==> config.mk <==
export PLATFORM = sky130hd
export DESIGN_NAME = nvme_queue_pair_engine
export DESIGN_NICKNAME = d
export VERILOG_FILES = /design/src/rtl/core/nvmeqp_pkg.sv /design/src/rtl/core/nvmeqp_beat_gen.sv /design/src/rtl/core/nvme_queue_pair_engine.sv
export SDC_FILE = /design/constraint.sdc
export NUM_CORES = 1
export LEC_CHECK = 0
export BUFFER_PORTS_ARGS = -buffer_cell sky130_fd_sc_hd__buf_2
export CAP_MARGIN = 30
export CORE_MARGIN = 2
export CORE_UTILIZATION = 58
export DETAILED_ROUTE_END_ITERATION = 8
export PLACE_DENSITY = 0.82
export SLEW_MARGIN = 5
export SYNTH_ARGS = -nofsm -noshare
export SYNTH_HDL_FRONTEND = slang
export SYNTH_SLANG_ARGS = --single-unit
==> constraint.sdc <==
create_clock -name clock -period 10.4 [get_ports clock]
set_clock_uncertainty 0.1 [all_clocks]
set_input_delay 2.08 -clock clock [delete_from_list [all_inputs] [get_ports clock]]
set_output_delay 2.08 -clock clock [all_outputs]
set_load 0.1 [all_outputs]
==> src/rtl/core/nvmeqp_pkg.sv <==
// Shared types and constants for the NVMe queue pair engine.
// No dependencies; used by nvmeqp_beat_gen and nvme_queue_pair_engine.
package nvmeqp_pkg;

   localparam int QUEUE_DEPTH_DEFAULT = 64;
   localparam int SQE_DWORDS          = 16;
   localparam int BEAT_W              = 5;
   localparam int CSR_INDEX_W         = 3;
   localparam logic [63:0] DB_OFFSET  = 64'h1000;
   localparam logic [3:0]  CQE_DW3_OFS = 4'hC;

   // submission entry dword slots
   localparam logic [3:0] DW_CDW0  = 4'd0;
   localparam logic [3:0] DW_NSID  = 4'd1;
   localparam logic [3:0] DW_PRP_L = 4'd6;
   localparam logic [3:0] DW_PRP_H = 4'd7;
   localparam logic [3:0] DW_CDW10 = 4'd10;
   localparam logic [3:0] DW_CDW11 = 4'd11;
   localparam logic [3:0] DW_CDW12 = 4'd12;

   localparam logic OP_SUBMIT     = 1'b0;
   localparam logic OP_COMPLETION = 1'b1;

   typedef enum logic [CSR_INDEX_W-1:0] {
      CSR_CTRL_BASE  = 3'd0,
      CSR_DB_STRIDE  = 3'd1,
      CSR_QUEUE_ID   = 3'd2,
      CSR_SQ_BASE    = 3'd3,
      CSR_CQ_BASE    = 3'd4
   } csr_index_type;

   typedef enum logic [1:0] {
      KIND_ENTRY    = 2'd0,
      KIND_DOORBELL = 2'd1,
      KIND_DONE     = 2'd2,
      KIND_EMPTY    = 2'd3
   } kind_type;

   typedef enum logic [1:0] {
      JOB_SUBMIT   = 2'd0,
      JOB_CPL_ONLY = 2'd1,
      JOB_CPL_DONE = 2'd2,
      JOB_CPL_NONE = 2'd3
   } job_type;

   typedef struct packed {
      logic [63:0] controller_base;
      logic [3:0]  stride_log;
      logic [15:0] queue_id;
      logic [63:0] sq_base;
      logic [63:0] cq_base;
   } cfg_type;

   typedef struct packed {
      job_type     job;
      logic [15:0] cid;
      logic [7:0]  opcode;
      logic [31:0] nsid;
      logic [63:0] prp1;
      logic [31:0] dw10;
      logic [31:0] dw11;
      logic [31:0] dw12;
      logic [10:0] status;
   } work_type;

   typedef struct packed {
      kind_type    kind;
      logic [63:0] address;
      logic [31:0] write_data;
      logic [15:0] command_id;
      logic [10:0] status_code;
      logic        last;
   } rsp_beat_type;

endpackage

==> src/rtl/core/nvmeqp_beat_gen.sv <==
// Result beat builder: forms one output beat from the held item and beat index.
// Depends on nvmeqp_pkg.
module nvmeqp_beat_gen #(
   parameter int PTR_W = 6
) (
   input  nvmeqp_pkg::work_type               work,
   input  logic [PTR_W-1:0]                   ptr,
   input  logic [PTR_W-1:0]                   new_ptr,
   input  logic [nvmeqp_pkg::BEAT_W-1:0]      beat,
   input  nvmeqp_pkg::cfg_type                cfg,
   output nvmeqp_pkg::rsp_beat_type           rsp
);

   logic [16:0] db_idx;
   logic [4:0]  db_shift;
   logic [63:0] db_off;
   logic [63:0] add_base;
   logic [63:0] add_off;
   logic [31:0] entry_dw;
   logic        is_cq_db;

   assign is_cq_db = (work.job != nvmeqp_pkg::JOB_SUBMIT);
   assign db_idx   = {cfg.queue_id, is_cq_db};
   assign db_shift = 5'(cfg.stride_log) + 5'd2;
   assign db_off   = nvmeqp_pkg::DB_OFFSET + (64'(db_idx) << db_shift);

   always_comb begin
      case (beat[3:0])
         nvmeqp_pkg::DW_CDW0:  entry_dw = {work.cid, 8'h00, work.opcode};
         nvmeqp_pkg::DW_NSID:  entry_dw = work.nsid;
         nvmeqp_pkg::DW_PRP_L: entry_dw = work.prp1[31:0];
         nvmeqp_pkg::DW_PRP_H: entry_dw = work.prp1[63:32];
         nvmeqp_pkg::DW_CDW10: entry_dw = work.dw10;
         nvmeqp_pkg::DW_CDW11: entry_dw = work.dw11;
         nvmeqp_pkg::DW_CDW12: entry_dw = work.dw12;
         default:              entry_dw = '0;
      endcase
   end

   always_comb begin
      add_base        = '0;
      add_off         = '0;
      rsp.kind        = nvmeqp_pkg::KIND_DOORBELL;
      rsp.write_data  = 32'(new_ptr);
      rsp.command_id  = work.cid;
      rsp.status_code = '0;
      rsp.last        = 1'b1;
      case (work.job)
         nvmeqp_pkg::JOB_SUBMIT: begin
            if (beat == nvmeqp_pkg::BEAT_W'(nvmeqp_pkg::SQE_DWORDS)) begin
               add_base = cfg.controller_base;
               add_off  = db_off;
            end else begin
               rsp.kind       = nvmeqp_pkg::KIND_ENTRY;
               rsp.write_data = entry_dw;
               rsp.last       = 1'b0;
               add_base       = cfg.sq_base;
               add_off        = 64'({ptr, beat[3:0], 2'b00});
            end
         end
         nvmeqp_pkg::JOB_CPL_ONLY: begin
            add_base = cfg.controller_base;
            add_off  = db_off;
         end
         nvmeqp_pkg::JOB_CPL_DONE: begin
            if (beat == '0) begin
               rsp.last = 1'b0;
               add_base = cfg.controller_base;
               add_off  = db_off;
            end else begin
               rsp.kind        = nvmeqp_pkg::KIND_DONE;
               rsp.write_data  = '0;
               rsp.status_code = work.status;
            end
         end
         nvmeqp_pkg::JOB_CPL_NONE: begin
            rsp.kind       = nvmeqp_pkg::KIND_EMPTY;
            rsp.write_data = '0;
            rsp.command_id = '0;
            add_base       = cfg.cq_base;
            add_off        = 64'({ptr, nvmeqp_pkg::CQE_DW3_OFS});
         end
         default: begin
            rsp.kind = nvmeqp_pkg::KIND_EMPTY;
         end
      endcase
      rsp.address = add_base + add_off;
   end

endmodule

==> src/rtl/core/nvme_queue_pair_engine.sv <==
// NVMe queue pair engine top level: one item register, beat builder, result register.
// An accepted item loads the item register; its beats then load the result register.
// Throughput: one result beat per cycle while rsp_ready allows; a submit gives 17 beats, a completion 1 or 2.
// The next item is taken as the last beat loads.
// Reset (synchronous, active high): tail 0, head 0, phase 1, next id 1; config, pending id, valid flags, beat 0.
// Depends on nvmeqp_pkg and nvmeqp_beat_gen.
module nvme_queue_pair_engine #(
   parameter int QUEUE_DEPTH = nvmeqp_pkg::QUEUE_DEPTH_DEFAULT
) (
   input  logic        clock,
   input  logic        reset,

   input  logic        req_valid,
   output logic        req_ready,
   input  logic        req_op,
   input  logic [7:0]  req_cmd_opcode,
   input  logic [31:0] req_namespace_id,
   input  logic [63:0] req_buffer_addr,
   input  logic [31:0] req_cmd_dword10,
   input  logic [31:0] req_cmd_dword11,
   input  logic [31:0] req_cmd_dword12,
   input  logic [31:0] req_completion_dword3,

   output logic        rsp_valid,
   input  logic        rsp_ready,
   output logic [1:0]  rsp_kind,
   output logic [63:0] rsp_address,
   output logic [31:0] rsp_write_data,
   output logic [15:0] rsp_command_id,
   output logic [10:0] rsp_status_code,
   output logic        rsp_last,

   input  logic                                csr_we,
   input  logic [nvmeqp_pkg::CSR_INDEX_W-1:0]  csr_index,
   input  logic [63:0]                         csr_wdata
);

   localparam int PTR_W = (QUEUE_DEPTH > 1) ? $clog2(QUEUE_DEPTH) : 1;
   localparam logic [PTR_W-1:0] PTR_LAST = PTR_W'(QUEUE_DEPTH - 1);

   nvmeqp_pkg::cfg_type      cfg_ff;
   nvmeqp_pkg::work_type     work_ff, work_in;
   nvmeqp_pkg::rsp_beat_type rsp_ff, beat_rsp;

   logic                          work_valid_ff;
   logic [nvmeqp_pkg::BEAT_W-1:0] beat_ff;
   logic [PTR_W-1:0]              ptr_ff, ptr_in;
   logic [PTR_W-1:0]              new_ptr_ff, new_ptr_in;
   logic                          rsp_valid_ff;

   logic [PTR_W-1:0] sq_tail_ff, cq_head_ff;
   logic             phase_ff;
   logic [15:0]      next_cid_ff, pending_cid_ff;

   logic             req_fire, out_adv, beat_load, item_done;
   logic [PTR_W-1:0] sq_tail_inc, cq_head_inc;
   logic [15:0]      cpl_cid;

   assign out_adv   = !rsp_valid_ff || rsp_ready;
   assign beat_load = work_valid_ff && out_adv;
   assign item_done = beat_load && beat_rsp.last;
   assign req_ready = !work_valid_ff || item_done;
   assign req_fire  = req_valid && req_ready;

   assign sq_tail_inc = (sq_tail_ff == PTR_LAST) ? '0 : sq_tail_ff + 1'b1;
   assign cq_head_inc = (cq_head_ff == PTR_LAST) ? '0 : cq_head_ff + 1'b1;
   assign cpl_cid     = req_completion_dword3[15:0];

   always_comb begin
      work_in.cid    = next_cid_ff;
      work_in.opcode = req_cmd_opcode;
      work_in.nsid   = req_namespace_id;
      work_in.prp1   = req_buffer_addr;
      work_in.dw10   = req_cmd_dword10;
      work_in.dw11   = req_cmd_dword11;
      work_in.dw12   = req_cmd_dword12;
      work_in.status = req_completion_dword3[27:17];
      work_in.job    = nvmeqp_pkg::JOB_SUBMIT;
      ptr_in         = sq_tail_ff;
      new_ptr_in     = sq_tail_inc;
      if (req_op == nvmeqp_pkg::OP_COMPLETION) begin
         work_in.cid = cpl_cid;
         ptr_in      = cq_head_ff;
         new_ptr_in  = cq_head_inc;
         if (req_completion_dword3[16] != phase_ff) begin
            work_in.job = nvmeqp_pkg::JOB_CPL_NONE;
         end else if (cpl_cid == pending_cid_ff) begin
            work_in.job = nvmeqp_pkg::JOB_CPL_DONE;
         end else begin
            work_in.job = nvmeqp_pkg::JOB_CPL_ONLY;
         end
      end
   end

   always_ff @(posedge clock) begin
      if (reset) begin
         cfg_ff <= '0;
      end else if (csr_we) begin
         case (csr_index)
            nvmeqp_pkg::CSR_CTRL_BASE: cfg_ff.controller_base <= csr_wdata;
            nvmeqp_pkg::CSR_DB_STRIDE: cfg_ff.stride_log      <= csr_wdata[3:0];
            nvmeqp_pkg::CSR_QUEUE_ID:  cfg_ff.queue_id        <= csr_wdata[15:0];
            nvmeqp_pkg::CSR_SQ_BASE:   cfg_ff.sq_base         <= csr_wdata;
            nvmeqp_pkg::CSR_CQ_BASE:   cfg_ff.cq_base         <= csr_wdata;
            default: ;
         endcase
      end
   end

   always_ff @(posedge clock) begin
      if (reset) begin
         sq_tail_ff     <= '0;
         cq_head_ff     <= '0;
         phase_ff       <= 1'b1;
         next_cid_ff    <= 16'd1;
         pending_cid_ff <= '0;
      end else if (req_fire) begin
         if (req_op == nvmeqp_pkg::OP_SUBMIT) begin
            sq_tail_ff     <= sq_tail_inc;
            pending_cid_ff <= next_cid_ff;
            next_cid_ff    <= next_cid_ff + 16'd1;
         end else if (req_completion_dword3[16] == phase_ff) begin
            cq_head_ff <= cq_head_inc;
            if (cq_head_inc == '0) begin
               phase_ff <= !phase_ff;
            end
         end
      end
   end

   always_ff @(posedge clock) begin
      if (reset) begin
         work_valid_ff <= 1'b0;
         beat_ff       <= '0;
      end else if (req_fire) begin
         work_valid_ff <= 1'b1;
         beat_ff       <= '0;
      end else if (item_done) begin
         work_valid_ff <= 1'b0;
      end else if (beat_load) begin
         beat_ff <= beat_ff + 1'b1;
      end
   end

   always_ff @(posedge clock) begin
      if (req_fire) begin
         work_ff    <= work_in;
         ptr_ff     <= ptr_in;
         new_ptr_ff <= new_ptr_in;
      end
   end

   nvmeqp_beat_gen #(
      .PTR_W (PTR_W)
   ) u_beat_gen (
      .work    (work_ff),
      .ptr     (ptr_ff),
      .new_ptr (new_ptr_ff),
      .beat    (beat_ff),
      .cfg     (cfg_ff),
      .rsp     (beat_rsp)
   );

   always_ff @(posedge clock) begin
      if (reset) begin
         rsp_valid_ff <= 1'b0;
      end else if (out_adv) begin
         rsp_valid_ff <= work_valid_ff;
      end
   end

   always_ff @(posedge clock) begin
      if (beat_load) begin
         rsp_ff <= beat_rsp;
      end
   end

   assign rsp_valid       = rsp_valid_ff;
   assign rsp_kind        = rsp_ff.kind;
   assign rsp_address     = rsp_ff.address;
   assign rsp_write_data  = rsp_ff.write_data;
   assign rsp_command_id  = rsp_ff.command_id;
   assign rsp_status_code = rsp_ff.status_code;
   assign rsp_last        = rsp_ff.last;

   a_ptr_range: assert property (@(posedge clock) disable iff (reset)
      (32'(sq_tail_ff) < QUEUE_DEPTH) && (32'(cq_head_ff) < QUEUE_DEPTH))
      else $error("queue pointer out of range");

   a_beat_range: assert property (@(posedge clock) disable iff (reset)
      work_valid_ff |-> (beat_ff <= nvmeqp_pkg::BEAT_W'(nvmeqp_pkg::SQE_DWORDS)))
      else $error("beat index past end of entry");

   a_pending_cid: assert property (@(posedge clock) disable iff (reset)
      (req_fire && (req_op == nvmeqp_pkg::OP_SUBMIT))
      |=> (pending_cid_ff == $past(next_cid_ff)) && (work_ff.cid == pending_cid_ff))
      else $error("pending command id not taken from submitted beat");

   a_last_frees: assert property (@(posedge clock) disable iff (reset)
      (item_done && !req_fire) |=> (!work_valid_ff && rsp_valid_ff && rsp_ff.last))
      else $error("item register not released after final beat");

endmodule

### Word-level counts from Yosys, hierarchy flattened

Cells that the tools add are included.

* output and inout bits: 128
* register bits: 631
* input port bits: 305

* add/sub/neg operators: 7
* reduce and logical (&&, ||, !) cells: 26
* equal/unequal tests: 19
* multiplexer cells: 25
* bitwise operators: 3
* shift operators: 1

Operators by type and width (count)
* $pmux W64 S4: 2
* $mux W64: 4
* $pmux W32 S7: 1
* $pmux W32 S3: 1
* $add A13 B64 Y64 const A: 1
* $add A64 B64 Y64: 1
* $shl A17 B5 Y64: 1
* $mux W32: 1
* $mux W6: 5
* $add A16 B1 Y16 const B: 1
* $eq A16 B16 Y1: 1
* $mux W16: 1
* $reduce_and A2 Y1: 7
* $add A6 B1 Y6 const B: 2
* $eq A4 B4 Y1 const B: 3
* $eq A6 B6 Y1 const B: 2
* $eq A4 B3 Y1 const B: 2
* $eq A3 B2 Y1 const B: 2
* $logic_not A6 Y1: 1
* $mux W2: 3
* $pmux W2 S3: 1
* $add A4 B2 Y5 const B: 1
* $add A5 B1 Y5 const B: 1
* $eq A5 B5 Y1 const B: 1
* 21 further kinds: 35

### Depth between registers and ports, before layout

* depth in word-level cells: 7
* mapped depth: 24
* gate-level depth less buffers: 21

### Hierarchy

From an unflattened synthesis, not the netlist that was laid out.

* cells, all modules: 2856
* area total of the unflattened synthesis: 29062.9 um2

Modules (own cells, without submodules)
* nvme_queue_pair_engine: area each 21089.0 um2, cells each 1637, instances 1, seq. area each 16305.6 um2
* nvmeqp_beat_gen: area each 7973.9 um2, cells each 1219, instances 1, seq. area each 0.0 um2

### Least setup slack after synthesis

Ideal clock, no wire load.

* path type: input-to-reg
* start point: input port rsp_ready
* end point: register phase_ff
* path buffers: 0
* setup time: 0.117 ns
* path slack: -0.576 ns
* cell stages on the path: 8
* arrival time: 10.759 ns
* required time: 10.183 ns
* path through: nor2b_1 > o21ai_1 > nand2_1 > inv_1 > nand3_1 > nor4_1 > xnor2_1 > nand2b_1

* word-level cells in the longest chain between the ends: 6

Ends and longest elaborated chain
* start, declared: RTL line nvme_queue_pair_engine.sv:25 `input logic rsp_ready,`
* $logic_or A1 B1 Y1: RTL line nvme_queue_pair_engine.sv:59 `assign out_adv = !rsp_valid_ff || rsp_ready;`
* $logic_and A1 B1 Y1: RTL line nvme_queue_pair_engine.sv:60 `assign beat_load = work_valid_ff && out_adv;`
* $logic_and A1 B1 Y1: RTL line nvme_queue_pair_engine.sv:61 `assign item_done = beat_load && beat_rsp.last;`
* $logic_or A1 B1 Y1: RTL line nvme_queue_pair_engine.sv:62 `assign req_ready = !work_valid_ff || item_done;`
* named net req_ready: RTL line nvme_queue_pair_engine.sv:14 `output logic req_ready,`
* $logic_and A1 B1 Y1: RTL line nvme_queue_pair_engine.sv:63 `assign req_fire = req_valid && req_ready;`
* named net req_fire: RTL line nvme_queue_pair_engine.sv:55 `logic req_fire, out_adv, beat_load, item_done;`
* $reduce_and A4 Y1 (no line)
* end signal, assigned: RTL line nvme_queue_pair_engine.sv:125 `phase_ff <= !phase_ff;`
* end, declared: RTL line nvme_queue_pair_engine.sv:52 `logic phase_ff;`

The timed path passes the listed nets, and every way through them passes these cells.
A chain may end at the register's enable or synchronous reset.

==> summary.txt <==
Layout
  – Final core occ: between 60% and 70%
  – Layout fillers: 3723
  – P&R area growth vs syn: 17.1%
  – Most common library cell in the layout ignoring fill and taps: nand2_1
  – Non-filler cells, final: about 4000
  – Final #Nets: ~3700
  – Layout cell share with drive strength beyond 1: 18.7%
  – Most frequent cells in the layout: nand2_1, buf_2, a21oi_1, edfxtp_1, nor2_1

Setup path
  – Worst EP arrival: 7.21 ns
  – CP Capture Type: flop
  – Kind of critical path: flop to flop
  – WP data required: ~11 ns
  – Critical path peak fanout: 65
  – Worst setup SP type: flop

Flow run
  – MaxCap Viol Count: 0

Pwr
  – Logic pwr share: 12.3%
  – Switching power: 0.00164 W
  – Total chip power: between 0.006 and 0.007 W
  – Pint: 0.00441 W
  – PwrDens: around 180 nW/um2
  – LEAKAGE: between 10 and 15 nW
  – VDD IR max: 0.162 mV
  – Switching Fraction: 27.1%
  – Sequential share of power: between 40% and 50%
  – Clock share of power: about 41%

Clock network
  – Clock-pin transition on the worst setup and hold timing paths: 0.06 ns
  – CTS sink cnt: around 630
  – Clock Root Buffer: clkbuf_16
  – Cts hold-fix bufs: 0
  – # H-tree levels: 3
  – Clock latency on the worst-skew pair: 0.62 ns
  – CTS tree: done
  – Resized Gates After CTS: 0
  – CTS Buf Count: just under 70
  – Longest Clk Path Bufs: 3
  – Post-CTS setup buffer count: 0

Min path
  – Worst min path class: flop to flop

Floorplan
  – # IOs: around 430
  – Die Ht: 229 um
  – # rows: approximately 80
  – DIE WIDTH: 229 um
  – Core ar.: 50100 um2
  – Die area: 52500 um2
  – Initial Util: 58.7%

Synth
  – Cells after Synth: 2992
  – Library cells used by synthesis: 76
  – #FFs+latches synth: about 630
  – Yosys Warn Count: 0
  – Post-Syn Area: 29400 um2
  – Synthesized area per cell: a little under 10 um2
  – Async S/R FF share, synth: 0%
  – Number of synthesized flops with an enable pin: around 370
  – Ys flop type: edfxtp_1
  – Register area share after synthesis: ~56%

Global routing
  – Initial antenna violation count: 19
  – Vias in the first global route: 23700
  – First-pass GRT wire length: between 100 and 150 mm
  – GRT overflow: 0
  – Largest net degree at the start of global routing: 230
  – Gr usage total: around a third

Detailed routing
  – Vias per cell: between 6 and 7
  – # DRC: 0
  – Post-route ant nets: 0
  – Vias: between 20000 and 25000
  – WL/cell: ~22 um
  – TritonRoute pass-1 iters: 6
  – Final WL: between 80 and 90 mm
  – DRT iter0 DRCs: roughly 3100

STA
  – Fin. Hold Viols: 0
  – TNS Setup: 0 ns
  – Least-Margin Pin Slew: 1.38 ns
  – Minimum clock period: roughly 6.9 ns
  – Relative slew slack: slightly below 8%
  – Fmax: ~0.14 GHz
  – Fin crit share: 66.8%
  – RSZ-0062 raised after global routing: false
  – Post-route setup slack: around 3.5 ns
  – Slew Viols, Final: 0
  – Setup-failing EPs final: 0

Placement
  – Pre-CTS WS: around 3.6 ns
  – DP Cell Count: between 3000 and 4000
  – Half-perimeter wire length after placement: 60.2 mm
  – Gpl congestion: 0.982
  – PortBufs: approximately 430

Outcome
  – Outcome: complete, no violations
[critical path: stages, from the launching register on]
cell and delay (ns):
dfxtp_1 0.36, inv_1 0.13, ha_1 0.26, or3b_2 0.53
o31ai_4 0.22, buf_4 0.71, nor2_1 0.11, buf_4 0.24
nor2_1 0.24, and3_1 0.28, ha_1 0.22, inv_1 0.06
fa_1 0.39, nor2b_1 0.18, o2111ai_1 0.15, a21boi_0 0.70
a211oi_1 0.28, o21ai_0 0.41, a21oi_1 0.29, nor3_1 0.50
a21oi_1 0.16, xnor2_1 0.16
[stage by stage]
stage | cell area (um2) | hold WS, ns
4_1_cts | 34200 | 0.355
2_1_floorplan | 29400 | 0.333
3_3_place_gp | 31900 | 0.340
5_1_grt | 34400 | 0.366
3_5_place_dp | 32000 | 0.347
6_report | 34400 | 0.354
[kinds of logic (layout without fill, tap and decap cells)]
group | count (synthesis) | count (layout) | share of synthesized area (%)
xor gates and xnor gates | 118 | 118 | 3.54
DFF | 631 | 631 | 55.5
AOI/OAI and AO/OA | 770 | 770 | 15.8
adders and majority gates | 60 | 60 | 2.58
buffers and inverters | 227 | 620 | 2.94
and+or+nand+nor | 1110 | 1110 | 16.0
other | 1 | 20 | 0.0128
muxes | 75 | 75 | 3.60
[worst paths after layout]
kind	start	endpoint	slack, ns	depth (start not counted)
worst max-delay path	beat_ff[0]$_SDFFE_PP0P_	rsp_address[40]$_DFFE_PP_	3.45	21
worst min-delay path	cfg_ff[73]$_SDFFE_PP0P_	cfg_ff[73]$_SDFFE_PP0P_	0.35	2
worst max register to register	beat_ff[0]$_SDFFE_PP0P_	rsp_address[40]$_DFFE_PP_	3.45	21
worst min register to register	cfg_ff[73]$_SDFFE_PP0P_	cfg_ff[73]$_SDFFE_PP0P_	0.35	2
[power by group through the flow]
| stage | combinational [W] | sequential, W | clock (W) |
|---|---|---|---|
| after floorplan | 0.000284 | 0.00311 | 0 |
| after global placement | 0.000716 | 0.00288 | 0 |
| after detailed placement | 0.000730 | 0.00288 | 0 |
| after CTS | 0.000734 | 0.00283 | 0.00249 |
| after global routing | 0.000785 | 0.00284 | 0.00260 |
| final | 0.000743 | 0.00283 | 0.00248 |
[per-layer routing]
layer  up-vias  GRT usage [%]  wire [um]
li1      11400              -          -
met1     11800           40.0      32800
met2      1344           55.7      43600
met3       279           6.54       7940
met4        10           17.5       4940
met5         -              0         66
[flip-flops by register name (all words and copies together), names as in the netlist, 2 cells and up]
register / cells
sq_tail_ff: 6
ptr_ff: 6
rsp_kind: 2
new_ptr_ff: 6
work_ff: 229
rsp_status_code: 11
rsp_write_data: 32
cq_head_ff: 6
beat_ff: 5
cfg_ff: 212
pending_cid_ff: 16
rsp_address: 64
rsp_command_id: 16
next_cid_ff: 16
[Yosys cell counts (8+ instances only)]
master,number,area [um2]
nand2_1,566,2120
xor2_1,50,438
o211ai_1,9,67.6
inv_1,37,139
mux2i_1,19,190
and2_1,39,244
nand2b_1,12,75.1
or3_1,9,56.3
and3_1,15,93.8
buf_1,24,90.1
nand4_1,27,169
edfxtp_1,367,11000
mux4_2,17,383
mux2_2,34,383
a21oi_1,413,2070
o31ai_1,10,75.1
a222oi_1,25,250
a211oi_1,15,113
o21ai_0,69,345
nand3_1,38,190
ha_1,59,738
o21a_1,12,90.1
a22oi_1,75,563
dfxtp_1,264,5290
a21o_1,52,390
xnor2_1,67,587
nor2b_1,8,50.1
a2bb2oi_1,8,70.1
nor3_1,19,95.1
clkbuf_1,162,608
nor2_1,335,1260
a31oi_1,37,231
[final cells by class]
type | count | area, um2 | area share (%)
clock buffer | 96 | 1880 | 5.46
timing repair buffer | 459 | 2490 | 7.23
inverter | 37 | 143 | 0.415
multi-input combinational | 2136 | 12300 | 35.8
sequential | 631 | 16300 | 47.4
tap | 672 | 841 | 2.44
clock inverter | 28 | 398 | 1.16
antenna | 17 | 42.5 | 0.124
(Power assumes the default switching activity.)
